==> src/rtl/core/vtpd_pkg.sv <==
// Shared types and constants of the vertex transform with perspective divide.
// Depends on nothing.
`timescale 1ns / 1ps

package vtpd_pkg;

   localparam int DIM       = 4;
   localparam int IN_W      = 32;
   localparam int COEF_W    = 16;
   localparam int ROW_W     = 64;
   localparam int PROD_W    = 48;
   localparam int SUM_W     = 50;
   localparam int QW        = 33;
   localparam int LANE_LAT  = 2;
   localparam int DIV_LAT   = QW + 2;
   localparam int LATENCY   = LANE_LAT + DIV_LAT + 1;

   localparam logic signed [IN_W-1:0] ONE_Q16 = 32'sh0001_0000;
   localparam logic signed [IN_W-1:0] Q16_MAX = 32'sh7fff_ffff;
   localparam logic signed [IN_W-1:0] Q16_MIN = 32'sh8000_0000;

   localparam logic [ROW_W-1:0] ROW_ZERO_RESET  = 64'h0000_0000_0000_1000;
   localparam logic [ROW_W-1:0] ROW_ONE_RESET   = 64'h0000_0000_1000_0000;
   localparam logic [ROW_W-1:0] ROW_TWO_RESET   = 64'h0000_1000_0000_0000;
   localparam logic [ROW_W-1:0] ROW_THREE_RESET = 64'h1000_0000_0000_0000;

   typedef enum logic [1:0] {
      CSR_ROW_ZERO,
      CSR_ROW_ONE,
      CSR_ROW_TWO,
      CSR_ROW_THREE
   } csr_index_type;

   typedef struct packed {
      logic signed [IN_W-1:0] value;
      logic                   sat;
   } clamp_type;

   typedef struct packed {
      logic [DIM-1:0][IN_W-1:0] value;
      logic                     sat;
      logic                     w_zero;
      logic                     w_one;
   } merge_tag_type;

endpackage

==> src/rtl/core/vtpd_merge.sv <==
// Merge stage: classify w, clamp the undivided sums, hold them beside the
// dividers and pick the final word. Depends on vtpd_pkg.
`timescale 1ns / 1ps

module vtpd_merge #(
   parameter int TW = 38
) (
   input  logic                                clock,
   input  logic signed [TW-1:0]                t_in [vtpd_pkg::DIM],
   input  vtpd_pkg::clamp_type                 div_in [vtpd_pkg::DIM-1],
   output logic signed [vtpd_pkg::IN_W-1:0]    out_x,
   output logic signed [vtpd_pkg::IN_W-1:0]    out_y,
   output logic signed [vtpd_pkg::IN_W-1:0]    out_z,
   output logic signed [vtpd_pkg::IN_W-1:0]    out_w,
   output logic                                w_zero,
   output logic                                saturated
);

   localparam int DL = vtpd_pkg::DIV_LAT;
   localparam logic signed [TW-1:0] MAXV = {{(TW-31){1'b0}}, {31{1'b1}}};
   localparam logic signed [TW-1:0] MINV = {{(TW-31){1'b1}}, 31'd0};

   vtpd_pkg::merge_tag_type tag_in;
   vtpd_pkg::merge_tag_type tag_ff [DL];
   vtpd_pkg::merge_tag_type tag;

   logic                              div_sel;
   logic signed [vtpd_pkg::IN_W-1:0]  val_in [vtpd_pkg::DIM];
   logic signed [vtpd_pkg::IN_W-1:0]  val_ff [vtpd_pkg::DIM];
   logic                              w_zero_in, w_zero_ff;
   logic                              sat_in, sat_ff;

   always_comb begin
      tag_in.sat = 1'b0;
      for (int i = 0; i < vtpd_pkg::DIM; i++) begin
         if (t_in[i] > MAXV) begin
            tag_in.value[i] = vtpd_pkg::Q16_MAX;
            tag_in.sat      = 1'b1;
         end else if (t_in[i] < MINV) begin
            tag_in.value[i] = vtpd_pkg::Q16_MIN;
            tag_in.sat      = 1'b1;
         end else begin
            tag_in.value[i] = t_in[i][31:0];
         end
      end
      tag_in.w_zero = (t_in[3] == '0);
      tag_in.w_one  = (t_in[3] == TW'(vtpd_pkg::ONE_Q16));
   end

   always_ff @(posedge clock) begin
      tag_ff[0] <= tag_in;
      for (int k = 1; k < DL; k++) begin
         tag_ff[k] <= tag_ff[k-1];
      end
   end

   always_comb begin
      tag     = tag_ff[DL-1];
      div_sel = !tag.w_zero && !tag.w_one;
      for (int i = 0; i < vtpd_pkg::DIM - 1; i++) begin
         val_in[i] = div_sel ? div_in[i].value : tag.value[i];
      end
      val_in[3] = div_sel ? vtpd_pkg::ONE_Q16 : tag.value[3];
      sat_in    = div_sel ? (div_in[0].sat | div_in[1].sat | div_in[2].sat) : tag.sat;
      w_zero_in = tag.w_zero;
   end

   always_ff @(posedge clock) begin
      val_ff    <= val_in;
      sat_ff    <= sat_in;
      w_zero_ff <= w_zero_in;
   end

   assign out_x     = val_ff[0];
   assign out_y     = val_ff[1];
   assign out_z     = val_ff[2];
   assign out_w     = val_ff[3];
   assign w_zero    = w_zero_ff;
   assign saturated = sat_ff;

endmodule

==> config.mk <==
export PLATFORM = sky130hd
export DESIGN_NAME = vtpd_merge
export DESIGN_NICKNAME = d
export VERILOG_FILES = /design/src/rtl/core/vtpd_pkg.sv /design/src/rtl/core/vtpd_merge.sv
export SDC_FILE = /design/constraint.sdc
export NUM_CORES = 2
export LEC_CHECK = 0
export ABC_AREA = 1
export ABC_CLOCK_PERIOD_IN_PS = 1320
export BUFFER_PORTS_ARGS = -buffer_cell sky130_fd_sc_hd__buf_2
export CAP_MARGIN = 10
export CORE_MARGIN = 10
export CORE_UTILIZATION = 55
export DETAILED_ROUTE_END_ITERATION = 7
export GPL_TIMING_DRIVEN = 0
export PLACE_DENSITY = 0.77
export SLEW_MARGIN = 25
export SYNTH_ARGS = -nofsm -noshare
export SYNTH_HDL_FRONTEND = slang
export SYNTH_MEMORY_MAX_BITS = 65536
export SYNTH_SLANG_ARGS = --single-unit
==> constraint.sdc <==
create_clock -name clock -period 1.32 [get_ports clock]
set_clock_uncertainty 0.1 [all_clocks]
set_input_delay 0.33 -clock clock [delete_from_list [all_inputs] [get_ports clock]]
set_output_delay 0.33 -clock clock [all_outputs]
set_load 0.03 [all_outputs]
==> results_dict.tcl <==
set metrics [dict create \
    cts_made_buffers 409 \
    core-area_sq_mm 0.1761 \
    cap_viol_max_count 0 \
    first_pass_iters 7 \
    worst_ep_arrival_time_ns 1.52 \
    number_of_cell_instances_on_the_worst_register_to_register_path 8 \
    start_util_pct 55.27 \
    crit_required_ns 0.89 \
    fin_worst_hold_slack_ns -0.1027 \
    synthMostInstantiatedCell "sky130_fd_sc_hd__dfxtp_1" \
    critical_path.startpoint "out_z[30]" \
    worst_r2r_setup_slack_ns -0.20 \
    clkTransAtPathRegs_ns 0.07 \
    core.rowCount 154 \
    timing.final.max_slew_violations 0 \
    final_layout_size_suffix_gt1_share_pct 19.75 \
    io_buffers 381 \
    result_of_the_run "finished with violations" \
    synthFlopType "sky130_fd_sc_hd__dfxtp_1" \
    vias 39990 \
    grt.overflow.total 0 \
    post-synth-top-area-cell "sky130_fd_sc_hd__dfxtp_1" \
    critical_path.reg2reg.endpoint "out_y[11]" \
    start_kind "flop" \
    drt.antenna.violating_nets 0 \
    setup_slack_ns -0.6253 \
    path_cells "buf_8" \
    synth_sequential_area_ratio_pct 96.97 \
    rd_place_congestion 0.8724 \
    maximum_number_of_pins_on_one_net_before_global_route_repair 18 \
    finalHoldViolations 2 \
    syn_nets 5708 \
    root_buffer "sky130_fd_sc_hd__clkbuf_16" \
    final-setup-viol-count 215 \
    timing.critical_path.fanout_max 1 \
    residual_drc_count 0 \
    critical_path_s_top_delay_family "flip-flops" \
    synth_cell_types 19 \
    crit_end "out_z[30]" \
    layout_worst_path_cycle_share_pct 147.4 \
    route.final.wire_length_um 182600 \
    critical_path_capture_point_type "primary output" \
    post-dp-hpwl_um 71050 \
    timing_limited_maximum_frequency_ghz 0.5141 \
    ys_seq_elements 4715 \
    cp_slowest_stage_delay_ns 0.37 \
    fp.dieH_um 440.7 \
    synth_largest_type_area_fraction_pct 96.97 \
    static_leak_nw 52.38 \
    rr_startpoint "tag_ff[34][1]" \
    numClockSinks 4715 \
    timing.critical_path.depth 1 \
    synth.top_cells.by_count "4,715 x sky130_fd_sc_hd__dfxtp_1, 565 x sky130_fd_sc_hd__nand2_1, 66 x sky130_fd_sc_hd__nor2_1, 39 x sky130_fd_sc_hd__inv_1, 26 x sky130_fd_sc_hd__buf_2" \
    vdd_drop_max_v 0.001338 \
    grt_pass1_wl_um 263300 \
    worst_path_max_delay_cell "sky130_fd_sc_hd__dfxtp_2" \
    die_area_sq_mm 0.1942 \
    crit_path_kind "flop to primary output" \
    cts_tree "done" \
    finalCriticalPeriod_ns 1.945 \
    violations "negative hold slack, negative setup slack" \
    io_pins 382 \
    post_synth_main_area_contributors "sky130_fd_sc_hd__dfxtp_1 97%, sky130_fd_sc_hd__nand2_1 2.2%, sky130_fd_sc_hd__nor2_1 0.25%" \
    synthToLayoutAreaGrowth_pct 25.57 \
    pwr_density_cell_mw_per_mm2 2278 \
    syn-instance-count 5456 \
    drtIter0Drc 2064 \
    final-instance-count-excl-fill 9360 \
    asyncSetResetFlopFracSynth_pct 0 \
    placed_cells 8177 \
    globalRouteTotalUtil_pct 17.74 \
    syn_area_per_cell_sq_um 17.84 \
    chipWidth_um 440.7 \
    post-layout-total-power_w 0.2784 \
    hold_class "input pin to flop" \
    maxSlewHeadroom_pct 67.96 \
    pre_cts_ws_ns -0.4269 \
    avg_vias_per_cell 4.272 \
    yosysWarningCount 0 \
    cts_max_level 5 \
    synth-edff-count 0 \
    insertion_delay_ns 0.96 \
    grt_antenna_before_repair 16 \
    setup_repair_after_global_routing_missed_its_margin "yes" \
    critical_path.n_buffers_inverters 1 \
    syn-cell-area_sq_mm 0.09734 \
    worstMarginPinSlew_ns 0.4794 \
    avgRoutedWirePerCell_um 19.51 \
    cts.path.max_buffers 4 \
    vias_in_the_first_global_route 45580 \
    finish.net_count 6942 \
]
-- worst min path at each step --
stage / slack (ns) / cells past startpoint / to / start
6_report: -0.10 / 7 / tag_ff[0][2] / t_in[148]
4_1_cts: -0.04 / 8 / tag_ff[0][2] / t_in[36]
5_1_grt: -0.08 / 7 / tag_ff[0][2] / t_in[148]
3_5_place_dp: 0.21 / 0 / tag_ff[10][122] / tag_ff[9][122]
3_3_place_gp: 0.21 / 0 / tag_ff[32][111] / tag_ff[31][111]
2_1_floorplan: 0.21 / 0 / tag_ff[10][0] / tag_ff[9][0]
-- stage by stage --
stage	utilization (%)	setup TNS [ns]	area, sq um
floorplan	-	0	97340
global placement	58.02	-47.74	102200
global route	69.39	-83.87	122200
detailed placement	58.02	-60.18	102200
finish	69.40	-72.65	122200
CTS	68.70	-81.27	121000
-- layout by cell type (no fill, tap or decap), drive strengths merged --
master	synthesis	routed
buf	42	447
bufinv	0	27
clkbuf	10	616
clkinv	0	72
clkinvlp	0	11
dfxtp	4715	4715
diode	0	23
dlygate4sd3	0	412
inv	40	48
nand2	566	566
nand3	7	7
nand3b	2	2
nand4	1	1
nor2	67	67
nor3	3	3
o21ai	1	1
o21bai	1	1
or2	1	1
-- cell type report --
type,instances,area (sq um)
clock buffers,600,11960
multi-input cells,649,3269
clock inverters,118,1408
flip-flops and latches,4715,94560
plain buffers,50,518.0
repair buffers,825,7371
fillers,9952,53890
well taps,2340,2928
diodes,23,57.56
inverters,40,157.7
-- cells by family (layout without fill, tap and decap cells) --
group | after synthesis | after routing | share of synthesized area, %
AOI/OAI and AO/OA | 2 | 2 | 0.02442
buffers and inverters | 92 | 1633 | 0.4730
DFF | 4715 | 4715 | 96.97
other | 0 | 23 | 0
and+or+nand+nor | 647 | 647 | 2.531
-- report_power, final --
group          switching (W)  internal [W]  total (W)
sequential           0.00334         0.152      0.155
combinational        0.00154       0.00167    0.00322
clock                 0.0517        0.0681      0.120
total                 0.0566         0.222      0.278
-- flip-flops by register name (all words and copies together) (netlist names) --
signal     cells
out_x         32
w_zero         1
out_z         32
out_y         32
out_w         32
saturated      1
tag_ff      4585
-- timing repair --
item | in CTS | in global routing
hold endpoints to repair | 228 | 34
buffers inserted | 4 | 17
gates resized for setup | 491 | 236
hold buffers | 407 | 9
pin swaps | 4 | 56
endpoints found under the setup margin | 257 | 307
gates cloned | 2 | 11
-- layer usage --
layer  vias up  global-route usage, %  wire [um]
met5         -                      0         10
met3       638                  4.092       8692
li1      19220                      -          -
met2      1340                  35.36     104300
met4         2                  8.730       8616
met1     18780                  16.59      61010
(Power assumes the default switching activity.)
